==> src/hdl/escape_count_hue_colorizer_top_assert.svh <==
// assertion macros shared by the colouriser
`ifndef ESCAPE_COUNT_HUE_COLORIZER_TOP_ASSERT_SVH
`define ESCAPE_COUNT_HUE_COLORIZER_TOP_ASSERT_SVH

// antecedent implies consequent in the same cycle
`define ECH_ASSERT_NOW(label, clk, rst, ante, cons, msg) \
   label: assert property (@(posedge clk) disable iff (rst) (ante) |-> (cons)) else $error(msg);

// antecedent implies consequent in the next cycle
`define ECH_ASSERT_NEXT(label, clk, rst, ante, cons, msg) \
   label: assert property (@(posedge clk) disable iff (rst) (ante) |=> (cons)) else $error(msg);

`endif

==> src/hdl/ech_pkg.sv <==
package ech_pkg;

   localparam int FRACTION_BITS = 8;
   localparam int COUNT_BITS    = 16;
   localparam int ESCAPE_WIDTH  = 24;
   localparam int RGB_WIDTH     = 24;
   localparam int CHANNEL_BITS  = 8;
   localparam int FULL_WIDTH    = COUNT_BITS + FRACTION_BITS;
   localparam int REM_WIDTH     = FULL_WIDTH + CHANNEL_BITS;
   localparam int SECTOR_CELLS  = 3;
   localparam int SHADE_CELLS   = CHANNEL_BITS;

   localparam logic [COUNT_BITS-1:0]   LIMIT_RESET = COUNT_BITS'(256);
   localparam logic [CHANNEL_BITS-1:0] CHANNEL_MAX = '1;
   localparam logic [CHANNEL_BITS-1:0] CHANNEL_OFF = '0;

   typedef enum logic [SECTOR_CELLS-1:0] {
      SEC_RISE_GREEN = 3'd0,
      SEC_FALL_RED   = 3'd1,
      SEC_RISE_BLUE  = 3'd2,
      SEC_FALL_GREEN = 3'd3,
      SEC_RISE_RED   = 3'd4,
      SEC_FALL_BLUE  = 3'd5
   } ech_sector_type;

   typedef struct packed {
      logic                    black;
      ech_sector_type          sector;
      logic [REM_WIDTH-1:0]    rem;
      logic [REM_WIDTH-1:0]    div;
      logic [SHADE_CELLS-1:0]  quot;
   } ech_cell_data_type;

endpackage

==> src/hdl/ech_req_if.sv <==
interface ech_req_if;
   import ech_pkg::*;

   logic                    valid;
   logic                    ready;
   logic [ESCAPE_WIDTH-1:0] escape_value;

   modport source (output valid, output escape_value, input ready);
   modport sink   (input valid, input escape_value, output ready);
endinterface

==> src/hdl/ech_rsp_if.sv <==
interface ech_rsp_if;
   import ech_pkg::*;

   logic                 valid;
   logic                 ready;
   logic [RGB_WIDTH-1:0] pixel_rgb;

   modport source (output valid, output pixel_rgb, input ready);
   modport sink   (input valid, input pixel_rgb, output ready);
endinterface

==> src/hdl/ech_csr_if.sv <==
interface ech_csr_if;
   import ech_pkg::*;

   logic                  valid;
   logic                  ready;
   logic [COUNT_BITS-1:0] iteration_limit;

   modport source (output valid, output iteration_limit, input ready);
   modport sink   (input valid, input iteration_limit, output ready);
endinterface

==> src/hdl/ech_div_cell.sv <==
module ech_div_cell (
   input  logic                       clock,
   input  logic                       reset,
   input  logic                       up_valid,
   output logic                       up_ready,
   input  ech_pkg::ech_cell_data_type up_data,
   output logic                       down_valid,
   input  logic                       down_ready,
   output ech_pkg::ech_cell_data_type down_data
);
   import ech_pkg::*;

   logic              valid_ff;
   logic              valid_in;
   ech_cell_data_type data_ff;
   ech_cell_data_type data_in;
   logic              take;
   logic              fits;

   assign up_ready = !valid_ff || down_ready;
   assign take     = up_valid && up_ready;
   assign fits     = up_data.rem >= up_data.div;

   // one restoring step: subtract if it fits, halve the divisor
   always_comb begin
      data_in        = up_data;
      data_in.rem    = fits ? (up_data.rem - up_data.div) : up_data.rem;
      data_in.div    = up_data.div >> 1;
      data_in.quot   = {up_data.quot[SHADE_CELLS-2:0], fits};
      valid_in       = take ? 1'b1 : (down_ready ? 1'b0 : valid_ff);
   end

   always_ff @(posedge clock) begin
      if (reset) begin
         valid_ff <= 1'b0;
      end else begin
         valid_ff <= valid_in;
      end
   end

   always_ff @(posedge clock) begin
      if (take) begin
         data_ff <= data_in;
      end
   end

   assign down_valid = valid_ff;
   assign down_data  = data_ff;
endmodule

==> src/hdl/escape_count_hue_colorizer_top.sv <==
// hue palette for fractal escape values, one pixel per request
// path: sector cells, re-scale register, shade cells, then the response register
// throughput: one request per cycle while rsp ready holds, set by the row of one-bit divider cells
// a stalled response only holds the stages behind it, bubbles still collapse
// reset (synchronous): all stages empty, iteration limit back to 256
`include "escape_count_hue_colorizer_top_assert.svh"

module escape_count_hue_colorizer_top (
   input  logic        clock,
   input  logic        reset,
   ech_req_if.sink     req_chan,
   ech_rsp_if.source   rsp_chan,
   ech_csr_if.sink     csr_chan
);
   import ech_pkg::*;

   // configuration register; the user must write it only while the pipe is empty, the block does not enforce this
   logic [COUNT_BITS-1:0] limit_ff;
   logic [COUNT_BITS-1:0] limit_in;
   logic [FULL_WIDTH-1:0] full;

   assign csr_chan.ready = 1'b1;
   assign limit_in = (csr_chan.valid && csr_chan.ready) ? csr_chan.iteration_limit : limit_ff;

   always_ff @(posedge clock) begin
      if (reset) begin
         limit_ff <= LIMIT_RESET;
      end else begin
         limit_ff <= limit_in;
      end
   end

   // full scale D = limit with the fraction bits appended
   assign full = {limit_ff, FRACTION_BITS'(0)};

   // sector chain: t = 6*val divided by D, one quotient bit per cell
   logic              sec_valid [0:SECTOR_CELLS];
   logic              sec_ready [0:SECTOR_CELLS];
   ech_cell_data_type sec_data  [0:SECTOR_CELLS];
   logic [REM_WIDTH-1:0] val_wide;

   assign val_wide       = REM_WIDTH'(req_chan.escape_value);
   assign sec_valid[0]   = req_chan.valid;
   assign req_chan.ready = sec_ready[0];

   always_comb begin
      sec_data[0].black  = (full == '0) || (req_chan.escape_value >= full);
      sec_data[0].sector = SEC_RISE_GREEN;
      sec_data[0].rem    = (val_wide << 2) + (val_wide << 1);
      sec_data[0].div    = REM_WIDTH'(full) << (SECTOR_CELLS - 1);
      sec_data[0].quot   = '0;
   end

   for (genvar i = 0; i < SECTOR_CELLS; i++) begin : g_sector
      ech_div_cell u_cell (
         .clock      (clock),
         .reset      (reset),
         .up_valid   (sec_valid[i]),
         .up_ready   (sec_ready[i]),
         .up_data    (sec_data[i]),
         .down_valid (sec_valid[i+1]),
         .down_ready (sec_ready[i+1]),
         .down_data  (sec_data[i+1])
      );
   end

   // re-scale stage: numerator becomes 255*rem for the shade division
   logic              prep_valid_ff;
   logic              prep_valid_in;
   ech_cell_data_type prep_data_ff;
   ech_cell_data_type prep_data_in;
   logic              prep_take;

   logic              shd_valid [0:SHADE_CELLS];
   logic              shd_ready [0:SHADE_CELLS];
   ech_cell_data_type shd_data  [0:SHADE_CELLS];

   assign sec_ready[SECTOR_CELLS] = !prep_valid_ff || shd_ready[0];
   assign prep_take = sec_valid[SECTOR_CELLS] && sec_ready[SECTOR_CELLS];

   always_comb begin
      prep_data_in.black  = sec_data[SECTOR_CELLS].black;
      prep_data_in.sector = ech_sector_type'(sec_data[SECTOR_CELLS].quot[SECTOR_CELLS-1:0]);
      prep_data_in.rem    = (sec_data[SECTOR_CELLS].rem << CHANNEL_BITS)
                            - sec_data[SECTOR_CELLS].rem;
      prep_data_in.div    = REM_WIDTH'(full) << (SHADE_CELLS - 1);
      prep_data_in.quot   = '0;
      prep_valid_in       = prep_take ? 1'b1 : (shd_ready[0] ? 1'b0 : prep_valid_ff);
   end

   always_ff @(posedge clock) begin
      if (reset) begin
         prep_valid_ff <= 1'b0;
      end else begin
         prep_valid_ff <= prep_valid_in;
      end
   end

   always_ff @(posedge clock) begin
      if (prep_take) begin
         prep_data_ff <= prep_data_in;
      end
   end

   // shade chain: x = floor(255*rem/D), eight quotient bits
   assign shd_valid[0] = prep_valid_ff;
   assign shd_data[0]  = prep_data_ff;

   for (genvar i = 0; i < SHADE_CELLS; i++) begin : g_shade
      ech_div_cell u_cell (
         .clock      (clock),
         .reset      (reset),
         .up_valid   (shd_valid[i]),
         .up_ready   (shd_ready[i]),
         .up_data    (shd_data[i]),
         .down_valid (shd_valid[i+1]),
         .down_ready (shd_ready[i+1]),
         .down_data  (shd_data[i+1])
      );
   end

   // colour assembly into the response register
   logic                    rsp_valid_ff;
   logic                    rsp_valid_in;
   logic [RGB_WIDTH-1:0]    rsp_rgb_ff;
   logic [RGB_WIDTH-1:0]    rsp_rgb_in;
   logic                    rsp_take;
   logic [CHANNEL_BITS-1:0] up_ramp;
   logic [CHANNEL_BITS-1:0] down_ramp;
   logic [CHANNEL_BITS-1:0] red;
   logic [CHANNEL_BITS-1:0] green;
   logic [CHANNEL_BITS-1:0] blue;
   ech_cell_data_type       last;

   assign last     = shd_data[SHADE_CELLS];
   assign shd_ready[SHADE_CELLS] = !rsp_valid_ff || rsp_chan.ready;
   assign rsp_take = shd_valid[SHADE_CELLS] && shd_ready[SHADE_CELLS];

   // falling ramp is 255 - ceil(255*rem/D)
   assign up_ramp   = last.quot;
   assign down_ramp = CHANNEL_MAX - up_ramp - CHANNEL_BITS'(last.rem != '0);

   always_comb begin
      red   = CHANNEL_OFF;
      green = CHANNEL_OFF;
      blue  = CHANNEL_OFF;
      case (last.sector)
         SEC_RISE_GREEN: begin
            red   = CHANNEL_MAX;
            green = up_ramp;
         end
         SEC_FALL_RED: begin
            red   = down_ramp;
            green = CHANNEL_MAX;
         end
         SEC_RISE_BLUE: begin
            green = CHANNEL_MAX;
            blue  = up_ramp;
         end
         SEC_FALL_GREEN: begin
            green = down_ramp;
            blue  = CHANNEL_MAX;
         end
         SEC_RISE_RED: begin
            red   = up_ramp;
            blue  = CHANNEL_MAX;
         end
         SEC_FALL_BLUE: begin
            red   = CHANNEL_MAX;
            blue  = down_ramp;
         end
         default: begin
            red   = CHANNEL_MAX;
            blue  = down_ramp;
         end
      endcase
      // escape values at or beyond the limit are painted black
      rsp_rgb_in   = last.black ? RGB_WIDTH'(0) : {red, green, blue};
      rsp_valid_in = rsp_take ? 1'b1 : (rsp_chan.ready ? 1'b0 : rsp_valid_ff);
   end

   always_ff @(posedge clock) begin
      if (reset) begin
         rsp_valid_ff <= 1'b0;
      end else begin
         rsp_valid_ff <= rsp_valid_in;
      end
   end

   always_ff @(posedge clock) begin
      if (rsp_take) begin
         rsp_rgb_ff <= rsp_rgb_in;
      end
   end

   assign rsp_chan.valid     = rsp_valid_ff;
   assign rsp_chan.pixel_rgb = rsp_rgb_ff;

   // checks
   `ECH_ASSERT_NOW(a_sector_range, clock, reset,
      sec_valid[SECTOR_CELLS] && !sec_data[SECTOR_CELLS].black,
      (sec_data[SECTOR_CELLS].quot[SECTOR_CELLS-1:0] <= SECTOR_CELLS'(SEC_FALL_BLUE))
         && (sec_data[SECTOR_CELLS].rem < REM_WIDTH'(full)),
      "sector division left an out of range quotient or remainder")
   `ECH_ASSERT_NOW(a_full_hue, clock, reset,
      rsp_valid_ff && (rsp_rgb_ff != '0),
      ((rsp_rgb_ff[23:16] == CHANNEL_MAX) || (rsp_rgb_ff[15:8] == CHANNEL_MAX)
         || (rsp_rgb_ff[7:0] == CHANNEL_MAX))
         && ((rsp_rgb_ff[23:16] == CHANNEL_OFF) || (rsp_rgb_ff[15:8] == CHANNEL_OFF)
         || (rsp_rgb_ff[7:0] == CHANNEL_OFF)),
      "coloured pixel lacks a full and an empty channel")
   `ECH_ASSERT_NEXT(a_entry_loaded, clock, reset,
      req_chan.valid && req_chan.ready,
      sec_valid[1],
      "accepted request did not enter the first cell")
endmodule

==> src/flat_wrapper.sv <==
// flat-port wrapper written by rule: the top's interface ports become plain ports
module escape_count_hue_colorizer_top_flat import ech_pkg::*;
  (clock, reset, req_chan_valid, req_chan_escape_value, req_chan_ready, rsp_chan_valid, rsp_chan_pixel_rgb, rsp_chan_ready, csr_chan_valid, csr_chan_iteration_limit, csr_chan_ready);
  ech_req_if req_chan_i ();
  ech_rsp_if rsp_chan_i ();
  ech_csr_if csr_chan_i ();
  input  logic clock;
  input  logic reset;
  input wire logic [$bits(req_chan_i.valid)-1:0] req_chan_valid;
  input wire logic [$bits(req_chan_i.escape_value)-1:0] req_chan_escape_value;
  output wire logic [$bits(req_chan_i.ready)-1:0] req_chan_ready;
  output wire logic [$bits(rsp_chan_i.valid)-1:0] rsp_chan_valid;
  output wire logic [$bits(rsp_chan_i.pixel_rgb)-1:0] rsp_chan_pixel_rgb;
  input wire logic [$bits(rsp_chan_i.ready)-1:0] rsp_chan_ready;
  input wire logic [$bits(csr_chan_i.valid)-1:0] csr_chan_valid;
  input wire logic [$bits(csr_chan_i.iteration_limit)-1:0] csr_chan_iteration_limit;
  output wire logic [$bits(csr_chan_i.ready)-1:0] csr_chan_ready;
  assign req_chan_i.valid = req_chan_valid;
  assign req_chan_i.escape_value = req_chan_escape_value;
  assign req_chan_ready = req_chan_i.ready;
  assign rsp_chan_valid = rsp_chan_i.valid;
  assign rsp_chan_pixel_rgb = rsp_chan_i.pixel_rgb;
  assign rsp_chan_i.ready = rsp_chan_ready;
  assign csr_chan_i.valid = csr_chan_valid;
  assign csr_chan_i.iteration_limit = csr_chan_iteration_limit;
  assign csr_chan_ready = csr_chan_i.ready;
  escape_count_hue_colorizer_top u_core (.clock(clock), .reset(reset), .req_chan(req_chan_i), .rsp_chan(rsp_chan_i), .csr_chan(csr_chan_i));
endmodule
==> config.mk <==
export PLATFORM = sky130hd
export DESIGN_NAME = escape_count_hue_colorizer_top_flat
export DESIGN_NICKNAME = d
export VERILOG_FILES = /design/src/hdl/ech_pkg.sv /design/src/hdl/ech_req_if.sv /design/src/hdl/ech_rsp_if.sv /design/src/hdl/ech_csr_if.sv /design/src/hdl/ech_div_cell.sv /design/src/hdl/escape_count_hue_colorizer_top.sv /design/src/flat_wrapper.sv
export VERILOG_INCLUDE_DIRS = /design/src /design/src/hdl
export SDC_FILE = /design/constraint.sdc
export NUM_CORES = 1
export LEC_CHECK = 0
export ABC_AREA = 1
export BUFFER_PORTS_ARGS = -buffer_cell sky130_fd_sc_hd__buf_2
export CORE_ASPECT_RATIO = 0.8
export CORE_MARGIN = 1.5
export CORE_UTILIZATION = 65
export CTS_BUF_LIST = sky130_fd_sc_hd__clkbuf_16
export DETAILED_ROUTE_END_ITERATION = 8
export HOLD_SLACK_MARGIN = 0.12
export PLACE_DENSITY_LB_ADDON = 0.3
export RECOVER_POWER = 50
export SKIP_LAST_GASP = 1
export SYNTH_ARGS = -nofsm -noshare
export SYNTH_HDL_FRONTEND = slang
export SYNTH_SLANG_ARGS = --single-unit
export TNS_END_PERCENT = 5
==> constraint.sdc <==
create_clock -name clock -period 8.3 [get_ports clock]
set_input_delay 1.66 -clock clock [delete_from_list [all_inputs] [get_ports clock]]
set_output_delay 1.66 -clock clock [all_outputs]
set_load 0.005 [all_outputs]
==> impl_metrics.ini <==
[timing]
tightest_slew_ns = 3.482
fin_worst_skew_ns = 0.02424
period_needed_ns = 5.322
rsz0062_at_grt = no
setup_tns_ns = 0
hold_viol = 0
slew-limit-headroom_pct = -132.1
setup_viol = 0
slew_viol_final = 218
fin_crit_sh_pct = 64.12
fmax_mhz = 187.9

[clock_tree]
hold_buffers = 0
clk_pin_slew_worst_paths_ns = 0.06
numCtsBuffers = 68
htreeDepth = 3
numClockSinks = 666
cts_tree = built
cts_max_path_buffers = 3
insertion_delay_ns = 0.62
root_buffer = clkbuf_16
cts_resized = 0
cts_setup_buffers = 0

[route]
wirelength_microns = 99860
initialDrtViolationCount = 3070
vias = 30760
drtAntennaViolNets = 0
drc = 0
drt_pass1_iterations = 7
wire_per_inst_microns = 19.14
avgViaCountPerCell = 5.896

[setup_path]
crit_path_end_kind = output port
critical_path_class = primary input to output port
crit_required_ns = 6.64
crit_start = rsp_chan_ready
startpoint_type = primary input
rrSetupSlack_ns = 4.14
rr_endpoint = u_core.g_sector[1].u_cell.down_data[62]
r2r_start = u_core.g_sector[0].u_cell.down_data[31]
cp_data_arrival_time_ns = 3.66
critical_path.max_fanout = 4
reg2regPathDepth = 12

[finish]
areaGrowthSynthToFinish_pct = 8.280
drive_gt1_share_pct = 6.150
final_cells = 5218
nets = 4692
fin_area_sq_um = 42280
n_antenna_cell = 0
fillers = 4410

[synth]
syn_area_sq_um = 39050
synth.top_cell.area_share_pct = 48.98
syn_area_per_cell_sq_um = 9.126
ys_warn_count = 0
syn-num-nets = 4582
synth-edff-count = 637
ys_types = 57
synth-seq-cells = 666
ys_dominant_reg_cell = edfxtp_1
async_flop_share_pct = 0
synthTopCellsByArea = edfxtp_1, nand2_1, ha_1
synth_cells = 4279
ys_seq_area_share_pct = 50.47
synth_area_leader_cell = edfxtp_1

[power]
ir_drop_mv = 0.1346
total_power_mw = 8.351
pwr_density_cell_nw_per_um2 = 197.5
p_leak_nw = 17.61

[placement]
dp_hpwl_microns = 77160
dp.cells = 5098
gp_congestion = 0.9789
placed_area_sq_um = 40220
port_buffers = 70

[global_route]
grt_pass1_vias = 28490
grt.total_usage_pct = 32.34
grt_max_degree = 59
antenna_found_initial = 2
grt_first_pass_wirelength_microns = 155400
grt_overflow_total = 0

[hold_path]
worstHoldStart = u_core.prep_data_ff[72]
hold_path_end = u_core.g_shade[0].u_cell.down_data[72]
hold_path_class = flop to flop
hold_depth = 0

[floorplan]
die_h_microns = 222.2
die_x_microns = 277.0
row_count = 80
coreArea_sq_um = 59460
start_util_pct = 65.68
io_pins = 72
fp.dieArea_sq_um = 61570

[status]
violations = capacitance limit, slew limit
outcome = finished with violations

[flow_run]
cap_violations = 4
## critical path, stage by stage
cell,delay [ns]
buf_2,0.10
inv_1,0.08
nand3_1,0.13
nor2_1,0.38
nand4_1,0.27
nor2_1,0.42
nand4_1,0.23
nor2_1,0.16
nand3_1,0.10
buf_2,0.14
## cell usage after synthesis (18+ instances only)
cell type  number
ha_1          246
edfxtp_1      637
nor2_1        358
dfxtp_1        29
nor3_1         67
nor4_1         33
xnor2_1       100
a21oi_1       310
nand3b_1       21
a21oi_2        18
nand2_1       975
nand3_1       218
o21bai_1       21
inv_1         574
o21ai_1        86
o21ai_2        18
a21o_1         26
o21ai_0       194
nand4_1        70
xor2_1         89
## kinds of logic after synthesis
family | Yosys count | share of synthesized area [%]
flip-flops | 666 | 50.47
adder cells (fa/ha/maj) | 258 | 8.497
AO/OA/AOI/OAI | 727 | 10.31
buffers and inverters | 628 | 6.427
other | 1 | 0.009603
AND/OR/NAND/NOR | 1806 | 19.85
XOR/XNOR | 193 | 4.434
## registers in the layout (all words and copies together), names as in the netlist
| name | count |
|---|---|
| u_core.g_shade.u_cell.down_valid | 8 |
| u_core.rsp_chan.pixel_rgb | 24 |
| u_core.rsp_chan.valid | 1 |
| u_core.prep_valid_ff | 1 |
| u_core.g_sector.u_cell.down_valid | 3 |
| u_core.g_shade.u_cell.down_data | 428 |
| u_core.prep_data_ff | 51 |
| u_core.limit_ff | 16 |
| u_core.g_sector.u_cell.down_data | 134 |
## stage by stage
step	hold WS [ns]	setup slack, ns	util (%)
final	0.4129	2.978	71.12
after global routing	0.4143	2.807	71.12
after CTS	0.4074	3.403	71.33
after detailed placement	0.4045	2.971	67.65
after global placement	0.4003	3.052	67.65
after floorplan	0.4003	3.129	-
## routing by layer
metal | wire length (microns) | track usage, % | part of all wire, % | vias up
li1 | - | - | - | 14810
met5 | 14 | 0 | 0.014 | -
met2 | 44050 | 50.29 | 44 | 1473
met3 | 9185 | 5.584 | 9.2 | 249
met1 | 43040 | 46.13 | 43 | 14230
met4 | 3571 | 11.41 | 3.6 | 2
## layout make-up
type,instances,area (sq um),share of cell area (%)
sequential,666,19710,46.61
multi-input combinational,2985,16790,39.71
inverter,585,2197,5.196
clock buffer,68,1702,4.024
tap,779,974.7,2.305
clock inverter,52,490.5,1.160
timing repair buffer,83,417.9,0.9883
## report_power, final
part | total [mW] | switching, mW | leakage, nW | internal, mW
registers | 3.92 | 0.0958 | 6.03 | 3.83
logic | 1.38 | 0.906 | 10.5 | 0.470
clock network | 3.05 | 1.34 | 1.10 | 1.71
## cell usage in the layout, fill, tap and decap left out, drive strengths merged, types with 2 or more instances in the layout
master	synthesis	routed
buf	35	73
and2	4	4
a21boi	15	15
bufinv	0	6
a31oi	14	14
a211oi	3	3
o21a	5	5
o21ai	298	298
clkinv	0	19
a21oi	328	328
nor3b	2	2
nand3b	21	21
nand4	70	70
or2	15	15
o31ai	3	3
and3	2	2
xnor2	101	101
a221oi	6	6
nand3	229	229
nor4	33	33
xor2	92	92
edfxtp	637	637
a21o	26	26
clkbuf	8	78
dfxtp	29	29
nand2	991	991
o21bai	22	22
clkinvlp	0	10
nor3	69	69
inv	585	602
nor2	369	369
fa	12	12
o211ai	4	4
ha	246	246
## worst max path at each step
stage / cells after the start / to / slack (ns)
finish: 10 / req_chan_ready / 2.98
global route: 10 / req_chan_ready / 2.81
CTS: 10 / req_chan_ready / 3.40
detailed placement: 21 / u_core.g_sector[0].u_cell.down_data[67] / 2.97
global placement: 21 / u_core.g_sector[0].u_cell.down_data[71] / 3.05
floorplan: 10 / u_core.g_sector[0].u_cell.down_data[0] / 3.13
(Power assumes the default switching activity.)
